**src/rtl/core/mt19937_random_generator_assert.svh**
```systemverilog
// ----------------------------------------------------------------------------
// MT19937 random generator assertion macros
// Shared concurrent assertion forms, clocked on clk_i and held off in reset.
// ----------------------------------------------------------------------------
`ifndef MT19937_RANDOM_GENERATOR_ASSERT_SVH
`define MT19937_RANDOM_GENERATOR_ASSERT_SVH

// Same-cycle implication.
`define MTRG_ASSERT_NOW(label, ante, cons, msg) \
  label: assert property (@(posedge clk_i) disable iff (!rst_ni) (ante) |-> (cons)) \
    else $error(msg);

// Next-cycle implication.
`define MTRG_ASSERT_NEXT(label, ante, cons, msg) \
  label: assert property (@(posedge clk_i) disable iff (!rst_ni) (ante) |=> (cons)) \
    else $error(msg);

`endif

```
**src/rtl/core/mtrg_pkg.sv**
```systemverilog
// ----------------------------------------------------------------------------
// MT19937 generator package
// Word type, request codes and the fixed constants of the generator.
// ----------------------------------------------------------------------------
`timescale 1ns / 1ps

package mtrg_pkg;

  localparam int unsigned WORD_W       = 32;
  localparam int unsigned STATE_WORDS  = 624;
  localparam int unsigned SHIFT_OFFSET = 397;
  localparam int unsigned SEED_CNT_W   = $clog2(STATE_WORDS);

  typedef logic [WORD_W-1:0]     word_t;
  typedef logic [SEED_CNT_W-1:0] seed_cnt_t;

  typedef enum logic [0:0] {
    REQ_DRAW   = 1'b0,
    REQ_RESEED = 1'b1
  } req_kind_e;

  localparam word_t INIT_MULT    = 32'd1812433253;
  localparam word_t TWIST_MATRIX = 32'h9908_b0df;
  localparam word_t HIGH_BIT     = 32'h8000_0000;
  localparam word_t LOW_BITS     = 32'h7fff_ffff;
  localparam word_t TEMPER_B     = 32'h9d2c_5680;
  localparam word_t TEMPER_C     = 32'hefc6_0000;
  localparam word_t DEFAULT_SEED = 32'd5489;

  localparam seed_cnt_t SEED_LAST = seed_cnt_t'(STATE_WORDS - 1);

endpackage

```
**src/rtl/core/mtrg_cell.sv**
```systemverilog
// ----------------------------------------------------------------------------
// MT19937 store cell
// One word of the state store; loads word_i (its neighbour's word, or the new word at the tail) when shifted.
// ----------------------------------------------------------------------------
`timescale 1ns / 1ps

module mtrg_cell import mtrg_pkg::*; (
  input  logic  clk_i,
  input  logic  shift_i,
  input  word_t word_i,
  output word_t word_o
);

  word_t word_q;
  word_t word_d;

  assign word_d = shift_i ? word_i : word_q;

  always_ff @(posedge clk_i) begin
    word_q <= word_d;
  end

  assign word_o = word_q;

endmodule

```
**config.mk**
```make
export PLATFORM = sky130hd
export DESIGN_NAME = mtrg_cell
export DESIGN_NICKNAME = d
export VERILOG_FILES = /design/src/rtl/core/mt19937_random_generator_assert.svh /design/src/rtl/core/mtrg_pkg.sv /design/src/rtl/core/mtrg_cell.sv
export SDC_FILE = /design/constraint.sdc
export NUM_CORES = 1
export LEC_CHECK = 0
export BUFFER_PORTS_ARGS = -buffer_cell sky130_fd_sc_hd__buf_2
export CORE_ASPECT_RATIO = 1.4
export CORE_UTILIZATION = 30
export DETAILED_ROUTE_END_ITERATION = 10
export MAX_ROUTING_LAYER = met4
export SYNTH_ARGS = -nofsm -noshare
export SYNTH_HDL_FRONTEND = slang
export SYNTH_SLANG_ARGS = --single-unit
```
**constraint.sdc**
```tcl
create_clock -name clk_i -period 0.8 [get_ports clk_i]
set_input_delay 0.04 -clock clk_i [delete_from_list [all_inputs] [get_ports clk_i]]
set_output_delay 0.04 -clock clk_i [all_outputs]
set_load 0.03 [all_outputs]
```
* Word-level counts from Yosys, hierarchy flattened
Cells that the tools add are included.
** Storage, ports and cells
- Flip-flop bits (word level) :: 32
- Latch bits :: 0
- Bits in writable memories :: 0
- ROM bits :: 0
- Input port bits :: 34
- Output and inout port bits :: 32
- Word-level logic and storage cells :: 1
- Memories kept :: 0
** Operators by class
- $add $sub $neg :: 0
- Multipliers :: 0
- Divide/modulo/power cells :: 0
- $lt $le $gt $ge :: 0
- Equality and inequality tests :: 0
- Shifts and indexed selects :: 0
- Mux-type cells :: 0
- Bitwise logic cells :: 0
- Reduce and logical (&&, ||, !) cells :: 0

* Depth between registers and ports, before layout
- Word-level depth :: 0
- Mapped depth :: 0
- Gate-level depth less buffers :: 0

* Worst setup path after synthesis
No wires, ideal clock.
- Path type :: reg-to-output
- Start :: reg word_q[0] (netlist: word_o[0])
- End :: out word_o[0]
- Data arrival time :: 496 ps
- Required time :: 760 ps
- Path slack :: 264 ps
- Cell stages (with the launch flop) :: 1
- Path buffers :: 0
- Path through :: edfxtp_1
** RTL lines
- start, declared :: line mtrg_cell.sv:14 : word_t word_q;
- start signal, assigned :: line mtrg_cell.sv:20 : word_q <= word_d;
- end, declared :: line mtrg_cell.sv:11 : output word_t word_o
No word-level cell between the ends.

* Final worst setup path
- Start :: reg word_q[10] (netlist: word_o[10])
- End :: out word_o[10]
No word-level cell between the ends.

==> results.sh <==
export IMPL_clk_path_buf_depth=2
export IMPL_worst_ep_required_time_ns=0.76
export IMPL_grt_max_degree=20
export IMPL_fin_nets=172
export IMPL_wl_per_cell_um=14.11
export IMPL_multi_input_area_um2=0
export IMPL_path_cells="buf_6"
export IMPL_drive_gt1_frac=0.5324
export IMPL_finalPower_mw=3.971
export IMPL_cts_root_buf="clkbuf_8"
export IMPL_layout_common_cells="buf_2 (33), dlygate4sd3_1 (32), buf_6 (32), edfxtp_1 (32), clkbuf_8 (5)"
export IMPL_path_delay_family="flip-flops"
export IMPL_min_period_ns=0.8870
export IMPL_syn_area_um2=960.9
export IMPL_p_per_area_nw_per_um2=2010
export IMPL_antenna_found_initial=0
export IMPL_grt_pass1_vias=805
export IMPL_ys_warn_count=0
export IMPL_grt_ovfl_total=0
export IMPL_hold_path_class="input port to register"
export IMPL_leakage_nw=0.8344
export IMPL_crit_path_top_delay_cell="edfxtp_1"
export IMPL_initial_core_util=0.3242
export IMPL_vias=718
export IMPL_critical_path_class="register to output port"
export IMPL_worst_path_stages=1
export IMPL_arrival_ns=0.85
export IMPL_placed_area_um2=1373
export IMPL_min_path_cells=2
export IMPL_drc=0
export IMPL_final_area_um2=1976
export IMPL_setup_violations_final=32
export IMPL_cts_sinks=32
export IMPL_cts_tree="done"
export IMPL_row_count=23
export IMPL_synth_distinct_cells=1
export IMPL_peakVddDrop_uv=1546
export IMPL_dr_pass1_iters=4
export IMPL_drv_slew=0
export IMPL_port_buffers=65
export IMPL_crit_path_end_kind="output port"
export IMPL_htreeDepth=2
export IMPL_wl_mm=2.484
export IMPL_grt_pass1_wl_mm=3.746
export IMPL_final_common_cell="buf_2"
export IMPL_detail_route_antenna_nets=0
export IMPL_num_io_pins=66
export IMPL_die_x_um=49.83
export IMPL_status="complete, but fails checks"
export IMPL_viasPerCell=4.080
export IMPL_start_kind="register"
export IMPL_startpoint="word_o[10]$_DFFE_PP_"
export IMPL_core_um2=2964
export IMPL_max_slew_margin_rel=0.9301
export IMPL_max_stage_delay_ns=0.41
export IMPL_hold_viol_final=0
export IMPL_violations="setup timing"
export IMPL_instances_no_fill=176
export IMPL_cts_buffers=5
export IMPL_multi_input_cells=0
export IMPL_finalCritPeriodShare=1.109
export IMPL_path_buf_inv=1
export IMPL_n_antenna_cell=0
export IMPL_hp_start="shift_i"
export IMPL_fmax_ghz=1.127
export IMPL_synth_cells=32
export IMPL_dr_first_iter_drc_count=8
export IMPL_largest_reg_flops=32
export IMPL_ys_seq_area_frac=1.000
export IMPL_die_h_um=68.97
export IMPL_syn_avg_cell_area_um2=30.03
export IMPL_grtUsageTotal=0.1700
export IMPL_max_cap_viol_count=0
export IMPL_rsz0062_at_grt="yes"
export IMPL_tightest_slew_ns=0.1049
export IMPL_clk_pin_slew_ns=0.06
export IMPL_ys_seq_elements=32
export IMPL_fin_ws_ns=-0.08702
export IMPL_syn_num_nets=66
export IMPL_dp_cells=136
export IMPL_place_congestion=0.6988
export IMPL_fillCellCount=203
export IMPL_die_area_um2=3437
export IMPL_path_max_fanout=1
export IMPL_syn_to_final_growth_pct=105.6
## cell usage after synthesis, drive strengths merged
cell type / count / share of area
edfxtp: 32 / 1.0
## cell families after synthesis
group  synth area share
flops             1.000
## power breakdown
group	internal (mW)	switching [mW]	total, mW
combinational	0.408	0.391	0.798
sequential	2.00	0.0626	2.06
clock	0.588	0.525	1.11
total	2.99	0.978	3.97
## path summary, 6_finish.rpt
| check | slack [ns] | endpoint |
|---|---|---|
| hold / removal | 0.18 | word_o[29]$_DFFE_PP_ |
| setup / recovery | -0.09 | word_o[10] |
## area by class of cell
| type | count | area [um2] | share of cell area |
|---|---|---|---|
| Timing Repair Buffer | 99 | 885.9 | 0.4484 |
| Clock buffer | 5 | 68.82 | 0.03483 |
| Tap cell | 37 | 46.29 | 0.02343 |
| Sequential cell | 32 | 960.9 | 0.4864 |
| Clock inverter | 3 | 13.76 | 0.006966 |
## per-layer routing
metal  share of wire  up-vias  track usage
met4           0.017        0      0.07500
met1            0.38      309       0.1583
met2            0.50       64       0.3024
met5               0        -            -
met3           0.097        6      0.07456
li1                -      339            -
## metrics by stage
stage / hold slack [ns] / TNS [ns] / util / worst slack [ns]
2_1_floorplan: 0.1389 / 0 / - / 0.2644
3_3_place_gp: 0.2164 / 0 / 0.4631 / 0.1561
3_5_place_dp: 0.2181 / 0 / 0.4631 / 0.1503
4_1_cts: 0.1690 / -1.941 / 0.6665 / -0.09369
5_1_grt: 0.1691 / -2.708 / 0.6665 / -0.1343
6_report: 0.1759 / -1.657 / 0.6665 / -0.08702
## what timing repair did
action / in CTS / in global routing
resized for setup: 64 / 0
setup endpoints to repair: 32 / 32
setup buffers: 0 / 0
hold buffers: 32 / 0
hold endpoints to repair: 32 / 0
(Power assumes the default switching activity.)
