<file path="config.mk">
export PLATFORM = sky130hd
export DESIGN_NAME = mtrg_twist
export DESIGN_NICKNAME = d
export VERILOG_FILES = /design/src/rtl/core/mt19937_random_generator_assert.svh /design/src/rtl/core/mtrg_pkg.sv /design/src/rtl/core/mtrg_twist.sv
export SDC_FILE = /design/constraint.sdc
export NUM_CORES = 1
export LEC_CHECK = 0
export BUFFER_PORTS_ARGS = -buffer_cell sky130_fd_sc_hd__buf_4
export CELL_PAD_IN_SITES_DETAIL_PLACEMENT = 1
export CELL_PAD_IN_SITES_GLOBAL_PLACEMENT = 1
export CORE_MARGIN = 2
export CORE_UTILIZATION = 18
export DETAILED_ROUTE_END_ITERATION = 10
export PLACE_DENSITY_LB_ADDON = 0.2
export SYNTH_ARGS = -nofsm -noshare
export SYNTH_HDL_FRONTEND = slang
export SYNTH_SLANG_ARGS = --single-unit
export TNS_END_PERCENT = 100
</file>
<file path="constraint.sdc">
create_clock -name vclk -period 2.1
set_input_delay 0.42 -clock vclk [all_inputs]
set_output_delay 0.42 -clock vclk [all_outputs]
set_load 0.01 [all_outputs]
</file>
<file path="src/rtl/core/mt19937_random_generator_assert.svh">
// ----------------------------------------------------------------------------
// MT19937 random generator assertion macros
// Shared concurrent assertion forms, clocked on clk_i and held off in reset.
// ----------------------------------------------------------------------------
`ifndef MT19937_RANDOM_GENERATOR_ASSERT_SVH
`define MT19937_RANDOM_GENERATOR_ASSERT_SVH

// Same-cycle implication.
`define MTRG_ASSERT_NOW(label, ante, cons, msg) \
  label: assert property (@(posedge clk_i) disable iff (!rst_ni) (ante) |-> (cons)) \
    else $error(msg);

// Next-cycle implication.
`define MTRG_ASSERT_NEXT(label, ante, cons, msg) \
  label: assert property (@(posedge clk_i) disable iff (!rst_ni) (ante) |=> (cons)) \
    else $error(msg);

`endif

</file>
<file path="src/rtl/core/mtrg_pkg.sv">
// ----------------------------------------------------------------------------
// MT19937 generator package
// Word type, request codes and the fixed constants of the generator.
// ----------------------------------------------------------------------------
`timescale 1ns / 1ps

package mtrg_pkg;

  localparam int unsigned WORD_W       = 32;
  localparam int unsigned STATE_WORDS  = 624;
  localparam int unsigned SHIFT_OFFSET = 397;
  localparam int unsigned SEED_CNT_W   = $clog2(STATE_WORDS);

  typedef logic [WORD_W-1:0]     word_t;
  typedef logic [SEED_CNT_W-1:0] seed_cnt_t;

  typedef enum logic [0:0] {
    REQ_DRAW   = 1'b0,
    REQ_RESEED = 1'b1
  } req_kind_e;

  localparam word_t INIT_MULT    = 32'd1812433253;
  localparam word_t TWIST_MATRIX = 32'h9908_b0df;
  localparam word_t HIGH_BIT     = 32'h8000_0000;
  localparam word_t LOW_BITS     = 32'h7fff_ffff;
  localparam word_t TEMPER_B     = 32'h9d2c_5680;
  localparam word_t TEMPER_C     = 32'hefc6_0000;
  localparam word_t DEFAULT_SEED = 32'd5489;

  localparam seed_cnt_t SEED_LAST = seed_cnt_t'(STATE_WORDS - 1);

endpackage

</file>
<file path="src/rtl/core/mtrg_twist.sv">
// ----------------------------------------------------------------------------
// MT19937 twist and temper
// Forms the next store word from the head, its neighbour and the far tap,
// and the tempered output word derived from it.
// ----------------------------------------------------------------------------
`timescale 1ns / 1ps

module mtrg_twist import mtrg_pkg::*; (
  input  word_t head_i,
  input  word_t next_i,
  input  word_t far_i,
  output word_t word_o,
  output word_t tempered_o
);

  word_t mix;
  word_t twisted;
  word_t t1;
  word_t t2;
  word_t t3;

  assign mix     = (head_i & HIGH_BIT) | (next_i & LOW_BITS);
  assign twisted = far_i ^ (mix >> 1) ^ (mix[0] ? TWIST_MATRIX : '0);

  assign t1 = twisted ^ (twisted >> 11);
  assign t2 = t1 ^ ((t1 << 7) & TEMPER_B);
  assign t3 = t2 ^ ((t2 << 15) & TEMPER_C);

  assign word_o     = twisted;
  assign tempered_o = t3 ^ (t3 >> 18);

endmodule

</file>
# Word level (Yosys, flattened, before mapping)
# Cells that the tools add are included.
[word_totals]
register_bits = 0
input_bits = 96
output_inout_bits = 64
wordCells = 8
[classes]
n_mux = 1
bitwise = 7
[op_table]
columns = ["operator", "n"]
rows = [
  ["$xor 32x32->32", 3],
  ["$mux 32", 1],
  ["$or 32x31->32", 1],
  ["$xor 32x14->32", 1],
  ["$xor 32x21->32", 1],
  ["$xor 32x31->32", 1],
]

# Depth between registers and ports, before layout
# Gate-level depths: netlist of run 1.
[depth]
ltp_word = 7
mapped_depth = 5
ltp_nobuf = 4

# Least setup slack after synthesis of run 1
# Ideal clock, no wire load.
[synth_path]
path_type = "input to output"
startpoint = "input next_i[17]"
endpoint = "output tempered_o[9]"
t_arrival_ps = 1881
t_required_ps = 1680
slack_ps = -201
path_stages = 4
path_cell_list = "xor2_1 > xnor2_1 > xnor3_1 > xnor2_1"
[synth_between]
elab_chain_cells = 7
[synth_rtl]
columns = ["item", "line_no", "source"]
rows = [
  ["from (decl)", "mtrg_twist.sv:10", "input word_t next_i,"],
  ["$or 32x31->32", "mtrg_twist.sv:22", "assign mix = (head_i & HIGH_BIT) | (next_i & LOW_BITS);"],
  ["$xor 32x31->32", "mtrg_twist.sv:23", "assign twisted = far_i ^ (mix >> 1) ^ (mix[0] ? TWIST_MATRIX : '0);"],
  ["$xor 32x32->32", "mtrg_twist.sv:23", ""],
  ["$xor 32x21->32", "mtrg_twist.sv:25", "assign t1 = twisted ^ (twisted >> 11);"],
  ["$xor 32x32->32", "mtrg_twist.sv:26", "assign t2 = t1 ^ ((t1 << 7) & TEMPER_B);"],
  ["$xor 32x32->32", "mtrg_twist.sv:27", "assign t3 = t2 ^ ((t2 << 15) & TEMPER_C);"],
  ["$xor 32x14->32", "mtrg_twist.sv:30", "assign tempered_o = t3 ^ (t3 >> 18);"],
  ["to (decl)", "mtrg_twist.sv:13", "output word_t tempered_o"],
]
# Every way passes these cells.

# Worst setup path in the final report of run 1
[layout_path]
startpoint = "input next_i[30]"
endpoint = "output tempered_o[0]"
# The elaborated chain is that of the path after synthesis.

==> impl_metrics.py, run 1 <==
metrics = {
    "run_status": {
        "outcome": "finished, violations left",
        "violations": "setup timing",
    },
    "synth": {
        "ys_warn_count": 0,
        "avgSynthCellArea_um2": 10.28,
        "ys_seq_area_frac": 0,
        "ys_types": 12,
        "synth_top_area_share": 0.4033,
        "synth_common_cells": "xnor2_1, xor2_1, inv_1, xnor3_1",
        "synthTopCellsByArea": "xnor2_1, xor2_1, xnor3_1",
        "synth_top_cell_by_area": "xnor2_1",
        "netlist_area_um2": 1151,
        "syn_inst": 112,
        "syn_nets": 208,
        "yosysMostFrequentCell": "xnor2_1",
    },
    "detailed_routing": {
        "first_pass_iters": 2,
        "routed_wirelength_um": 4552,
        "remaining_drc_errors": 0,
        "viasPerCell": 3.752,
        "antenna_left": 0,
        "drt_iter0_drc": 9,
        "post_drt_wl_per_cell_um": 12.54,
        "vias": 1362,
    },
    "sta": {
        "final-hold-violation-count": 0,
        "slew_headroom": 0.7811,
        "setup_viol": 11,
        "max_freq_mhz": 453.1,
        "fin_crit_sh": 1.051,
        "maxSlewViolCount": 0,
        "tightest_slew_ns": 0.3259,
        "setup_ws_ns": -0.1070,
        "rsz0062_at_grt": "yes",
        "period_needed_ns": 2.207,
    },
    "floorplan": {
        "die_area_um2": 7051,
        "io_pins": 160,
        "die_w_um": 83.97,
        "fp-row-count": 29,
        "core_um2": 6277,
        "initial_core_util": 0.1834,
        "die_h_um": 83.97,
    },
    "power_and_ir_drop": {
        "powerDensity_nw_per_um2": 752.2,
        "ir_drop_uv": 365.4,
        "cellLeakagePower_uw": 0.001519,
        "switching_share": 0.4146,
        "seq_power_share": 0,
        "p_switching_uw": 955.7,
        "pwr-share-clk": 0,
        "p_int_uw": 1349,
        "pwr-share-comb": 1.000,
    },
    "layout": {
        "stdcell_area_um2": 3064,
        "finalNonFillerCells": 363,
        "nFlopsAndLatches": 0,
        "seqCellArea_um2": 0,
        "antenna_cells": 0,
        "layout.nets": 384,
        "areaGrowthSynthToFinish_pct": 166.2,
        "clockBufferCount": 0,
        "drive_gt1_frac": 0.7762,
        "n_fill_cell": 694,
    },
    "worst_setup_path": {
        "required_ns": 1.68,
        "worst_setup_path_start_kind": "input port",
        "crit_arrival_ns": 1.79,
        "critPathMaxFanout": 2,
        "critical_path_class": "input port to primary output",
        "end_kind": "primary output",
    },
    "clock_network": {
        "hold_buffers": 0,
    },
    "global_route": {
        "antenna_found_initial": 0,
        "grt_pass1_wl_um": 6803,
        "grt-ovfl-total": 0,
        "grt_max_degree": 9,
        "grt_use_total": 0.1147,
        "grt_pass1_vias": 1415,
    },
    "placement": {
        "place.port_buffers": 128,
        "dpl.hpwl_um": 3832,
        "place_inst": 354,
        "placed_area_um2": 2603,
        "gp_congestion": 0.6574,
    },
    "job": {
        "maxCapViolations": 0,
    },
    "hold_path": {
        "min_path_type": "input port to primary output",
    },
}
final timing paths:
check	start	end	slack, ns	cells past startpoint
worst min-delay path	far_i[10]	word_o[10]	1.15	3
worst max-delay path	next_i[30]	tempered_o[0]	-0.11	6
through the flow:
stage / hold WS [ns] / TNS, ns / power [µW] / utilization / setup WS, ns
2_1_floorplan: 0.9139 / -0.06509 / 1013 / - / -0.06509
3_3_place_gp: 1.152 / -1.119 / 2038 / 0.4146 / -0.1427
3_5_place_dp: 1.158 / -1.525 / 2061 / 0.4146 / -0.1858
4_1_cts: 1.158 / -0.5946 / 2198 / 0.4467 / -0.1071
5_1_grt: 1.161 / -1.276 / 2454 / 0.4881 / -0.1748
6_report: 1.146 / -0.4814 / 2305 / 0.4881 / -0.1070
power by group through the flow:
stage	clock network [µW]	logic [µW]	registers [µW]
after floorplan	0	1010	0
after global placement	0	2040	0
after detailed placement	0	2060	0
after CTS	0	2200	0
after global routing	0	2450	0
final	0	2300	0
logic make-up (layout without fill, tap and decap cells):
kind of cell | count (synthesis) | in the layout | synth area share
buffers and inverters | 10 | 184 | 0.04021
XOR/XNOR | 102 | 102 | 0.9598
cell usage in the layout (no fill, tap or decap), drive strengths merged:
master,n
xnor2,54
xor2,37
buf,176
inv,8
xor3,3
xnor3,8
worst max-delay path, stage by stage:
cell     delay [ns]
buf_6          0.10
xor2_2         0.17
xor3_2         0.50
xnor2_2        0.21
xnor3_1        0.25
buf_6          0.13
area by class of cell:
cell class                      count  area, µm²  area share
Multi-Input combinational cell    102       1530      0.4994
Tap cell                           77      96.34     0.03144
Timing Repair Buffer              176       1408      0.4594
Inverter                            8      30.03    0.009800
metal layers:
metal,share of wire,routed length (µm),track usage,vias up
met1,0.34,1566,0.1269,640
met2,0.61,2761,0.2451,49
met4,0,0,0,0
met5,0,0,0,-
li1,-,-,-,673
met3,0.049,225,0.009891,0
timing repair:
item | CTS | global route
setup endpoints to repair | 22 | 22
buffers inserted | 5 | 4
gates resized for setup | 26 | 34
pin swaps | 12 | 13
(Power assumes the default switching activity.)
==> run 2, diff against run 1 <==
SKIP_LAST_GASP = 1   (was default)
==> impl_metrics.py, run 2 (synthesis results as in run 1) <==
metrics = {
    "placement": {
        "place.port_buffers": 128,
        "dpl.hpwl_um": 3832,
        "dp_slack_ns": -0.1858,
        "gp_congestion": 0.6574,
        "place_inst": 354,
    },
    "hold_path": {
        "min_path_type": "input port to primary output",
    },
    "floorplan": {
        "io_pins": 160,
        "core_um2": 6277,
        "die_w_um": 83.97,
        "die_area_um2": 7051,
        "initial_core_util": 0.1834,
        "fp-row-count": 29,
        "die_h_um": 83.97,
    },
    "power_and_ir_drop": {
        "power_uw": 2275,
        "ir_drop_uv": 365.7,
        "powerDensity_nw_per_um2": 755.3,
        "seq_power_share": 0,
        "switching_share": 0.4142,
        "p_switching_uw": 942.2,
        "cellLeakagePower_uw": 0.001507,
        "pwr-share-comb": 1.000,
        "p_int_uw": 1333,
        "pwr-share-clk": 0,
    },
    "worst_setup_path": {
        "worst_setup_path_start_kind": "input port",
        "critPathMaxFanout": 4,
        "cp_slowest_cell": "xor3_2",
        "required_ns": 1.68,
        "slowest_delay_ns": 0.51,
        "end_kind": "primary output",
        "crit_arrival_ns": 1.79,
        "crit_path_cell_trace": "buf_8 > xnor2_4 > xor3_2 > xnor2_2 > xnor3_1 > buf_6",
        "critical_path_class": "input port to primary output",
    },
    "layout": {
        "antenna_cells": 0,
        "drive_gt1_frac": 0.7649,
        "nFlopsAndLatches": 0,
        "finalNonFillerCells": 362,
        "layout.nets": 383,
        "clockBufferCount": 0,
        "layout_common_cells": "buf_4, xnor2_1, xor2_1, buf_6, xnor2_2",
        "layout_commonest_cell": "buf_4",
        "areaGrowthSynthToFinish_pct": 161.6,
        "seqCellArea_um2": 0,
    },
    "detailed_routing": {
        "antenna_left": 0,
        "vias": 1349,
        "remaining_drc_errors": 0,
        "viasPerCell": 3.727,
        "drt_iter0_drc": 4,
        "post_drt_wl_per_cell_um": 12.19,
        "first_pass_iters": 2,
        "routed_wirelength_um": 4411,
    },
    "sta": {
        "maxSlewViolCount": 0,
        "final-hold-violation-count": 0,
        "fin_setup_tns_ns": -0.4889,
        "slew_headroom": 0.7811,
        "tightest_slew_ns": 0.3259,
        "fin_crit_sh": 1.052,
        "setup_ws_ns": -0.1098,
        "period_needed_ns": 2.210,
        "max_freq_mhz": 452.5,
        "setup_viol": 11,
        "rsz0062_at_grt": "yes",
    },
    "clock_network": {
        "hold_buffers": 0,
    },
    "job": {
        "maxCapViolations": 0,
    },
    "global_route": {
        "grt-ovfl-total": 0,
        "antenna_found_initial": 0,
        "grt_pass1_vias": 1414,
        "grt_use_total": 0.1147,
        "grt_pass1_wl_um": 6803,
        "grt_max_degree": 9,
    },
    "run_status": {
        "outcome": "finished, violations left",
        "violations": "setup timing",
    },
}
[run 2: changes by cell type in the layout (fill, tap and decap cells not counted), sizes merged]
cell,before,now
buf,176,175
[run 2: final cells by class]
cell class	count	area (µm²)
Inverter	8	30.03
Timing Repair Buffer	175	1400
Tap cell	77	96.34
Fill cell	700	3266
Multi-Input combinational cell	102	1485
[run 2: worst paths after layout]
| path | start | depth (start not counted) | to |
|---|---|---|---|
| hold / removal | next_i[21] | 3 | word_o[20] |
| setup / recovery | far_i[11] | 6 | tempered_o[0] |
[run 2: critical path: cells and delay by family]
kind      cells  cell delay, ns
xor+xnor      4            1.14
buf+inv       2            0.23
[run 2: routing by layer]
layer / up-vias / wire (µm) / GRT usage
met5: - / 0 / 0
met4: 0 / 0 / 0
met3: 0 / 224 / 0.009891
met2: 49 / 2673 / 0.2451
met1: 627 / 1513 / 0.1268
li1: 673 / - / -
[run 2: through the flow]
stage / instance area, µm² / util / hold slack [ns]
after detailed placement: 2603 / 0.4146 / 1.158
after CTS: 2785 / 0.4437 / 1.158
final: 3012 / 0.4798 / 1.155
after global placement: 2603 / 0.4146 / 1.152
after floorplan: 1269 / - / 0.9139
after global routing: 3012 / 0.4798 / 1.161
[run 2: what timing repair did]
action | in CTS | in global routing
gates cloned | 0 | 0
setup endpoints to repair | 22 | 22
resized for setup | 22 | 33
pin swaps | 12 | 15
setup buffers | 5 | 3
[run 2: power groups by stage]
| stage | combinational (µW) | clock, µW | sequential, µW |
|---|---|---|---|
| after floorplan | 1010 | 0 | 0 |
| after global placement | 2040 | 0 | 0 |
| after detailed placement | 2060 | 0 | 0 |
| after CTS | 2180 | 0 | 0 |
| after global routing | 2420 | 0 | 0 |
| final | 2270 | 0 | 0 |
==> run 3, diff against run 2 <==
GPL_TIMING_DRIVEN = 0   (was default)
REMOVE_ABC_BUFFERS = 1   (was default)
==> impl_metrics.py, run 3 (synthesis results as in run 1) <==
metrics = {
    "sta": {
        "slew_headroom": 0.6776,
        "tightest_slew_ns": 0.4801,
        "holdWs_ns": 1.152,
        "period_needed_ns": 2.208,
        "fin_crit_sh": 1.052,
        "max_freq_mhz": 452.8,
        "setup_ws_ns": -0.1083,
        "fin_setup_tns_ns": -0.5243,
        "final-hold-violation-count": 0,
        "setup_viol": 12,
        "rsz0062_at_grt": "yes",
        "maxSlewViolCount": 0,
    },
    "layout": {
        "layout_common_cells": "buf_4, xnor2_1, buf_6, xor2_1, xor2_2",
        "n_fill_cell": 702,
        "clockBufferCount": 0,
        "layout_commonest_cell": "buf_4",
        "drive_gt1_frac": 0.7732,
        "layout.nets": 367,
        "antenna_cells": 0,
        "finalNonFillerCells": 346,
        "seqCellArea_um2": 0,
        "postLayoutCoreUtil": 0.4800,
        "areaGrowthSynthToFinish_pct": 161.7,
        "nFlopsAndLatches": 0,
    },
    "detailed_routing": {
        "first_pass_iters": 2,
        "antenna_left": 0,
        "vias": 1337,
        "post_drt_wl_per_cell_um": 13.91,
        "drt_iter0_drc": 15,
        "routed_wirelength_um": 4812,
        "viasPerCell": 3.864,
        "remaining_drc_errors": 0,
    },
    "worst_setup_path": {
        "crit_arrival_ns": 1.79,
        "slowest_delay_ns": 0.43,
        "end_kind": "primary output",
        "critical_path_class": "input port to primary output",
        "crit_path_cell_trace": "buf_6 > xnor3_2 > xor2_4 > buf_4 > xor2_1 > xnor2_1 > buf_4",
        "required_ns": 1.68,
        "crit_buf_inv": 3,
        "cp_top_family": "XOR/XNOR gates",
        "cp_slowest_cell": "xnor3_2",
        "crit_path_frequent_cell": "buf_4",
        "critPathMaxFanout": 3,
        "worst_setup_path_start_kind": "input port",
    },
    "placement": {
        "dp_slack_ns": -0.4739,
        "gp_congestion": 0.7286,
        "place_inst": 315,
        "dpl.hpwl_um": 3468,
        "place.port_buffers": 128,
    },
    "floorplan": {
        "die_w_um": 83.97,
        "fp-row-count": 29,
        "die_area_um2": 7051,
        "initial_core_util": 0.1834,
        "core_um2": 6277,
        "die_h_um": 83.97,
        "io_pins": 160,
    },
    "global_route": {
        "antenna_found_initial": 0,
        "grt_max_degree": 16,
        "grt-ovfl-total": 0,
        "globalRoute.busiestLayer": "met2",
        "grt_util_met1": 0.1236,
        "use_met2": 0.2662,
        "grt.met3_usage": 0.02770,
        "grt_use_total": 0.1233,
        "grt_pass1_wl_um": 7217,
        "grt_pass1_vias": 1499,
    },
    "power_and_ir_drop": {
        "ir_drop_uv": 443.2,
        "pwr-share-comb": 1.000,
        "seq_power_share": 0,
        "switching_share": 0.4251,
        "cellLeakagePower_uw": 0.001452,
        "powerDensity_nw_per_um2": 750.1,
        "pwr-share-clk": 0,
        "p_switching_uw": 960.6,
        "p_int_uw": 1299,
    },
    "run_status": {
        "outcome": "finished, violations left",
        "violations": "setup timing",
    },
    "hold_path": {
        "min_path_type": "input port to primary output",
    },
    "job": {
        "maxCapViolations": 0,
    },
}
run 3: changes by cell type in the layout (fill, tap and decap cells not counted):
cell     change
buf_8        +1
xnor2_4      +5
buf_4       -18
buf_12       +1
xor2_1       -6
xor2_2       +6
xnor2_2      -5
run 3: metal layers:
layer	wire [µm]	vias up
met5	0	-
met4	28	0
met3	378	2
met2	2905	66
met1	1500	633
li1	-	636
run 3: layout make-up:
class / count / area, µm² / area share
Timing Repair Buffer: 159 / 1300 / 0.4315
Tap cell: 77 / 96.34 / 0.03198
Inverter: 8 / 30.03 / 0.009967
Multi-Input combinational cell: 102 / 1587 / 0.5266
run 3: worst paths after layout:
kind	startpoint	to	slack (ns)	cells past startpoint
worst min-delay path	far_i[10]	word_o[10]	1.15	3
worst max-delay path	far_i[7]	tempered_o[7]	-0.11	7
run 3: per-stage QoR:
| stage | total power [µW] | cell area, µm² |
|---|---|---|
| global route | 2420 | 3013 |
| floorplan | 947.0 | 1135 |
| detailed placement | 1809 | 2192 |
| finish | 2260 | 3013 |
| global placement | 1803 | 2192 |
| CTS | 2095 | 2723 |
run 3: power by group through the flow:
stage	clock, µW	sequential [µW]	combinational, µW
after floorplan	0	0	947
after global placement	0	0	1800
after detailed placement	0	0	1810
after CTS	0	0	2100
after global routing	0	0	2420
final	0	0	2260
run 3: repair_timing:
item,4_1_cts,5_1_grt
resized for setup,55,32
buffers inserted,18,13
endpoints found under the setup margin,24,20
hold buffers,0,0
pin swaps,26,17
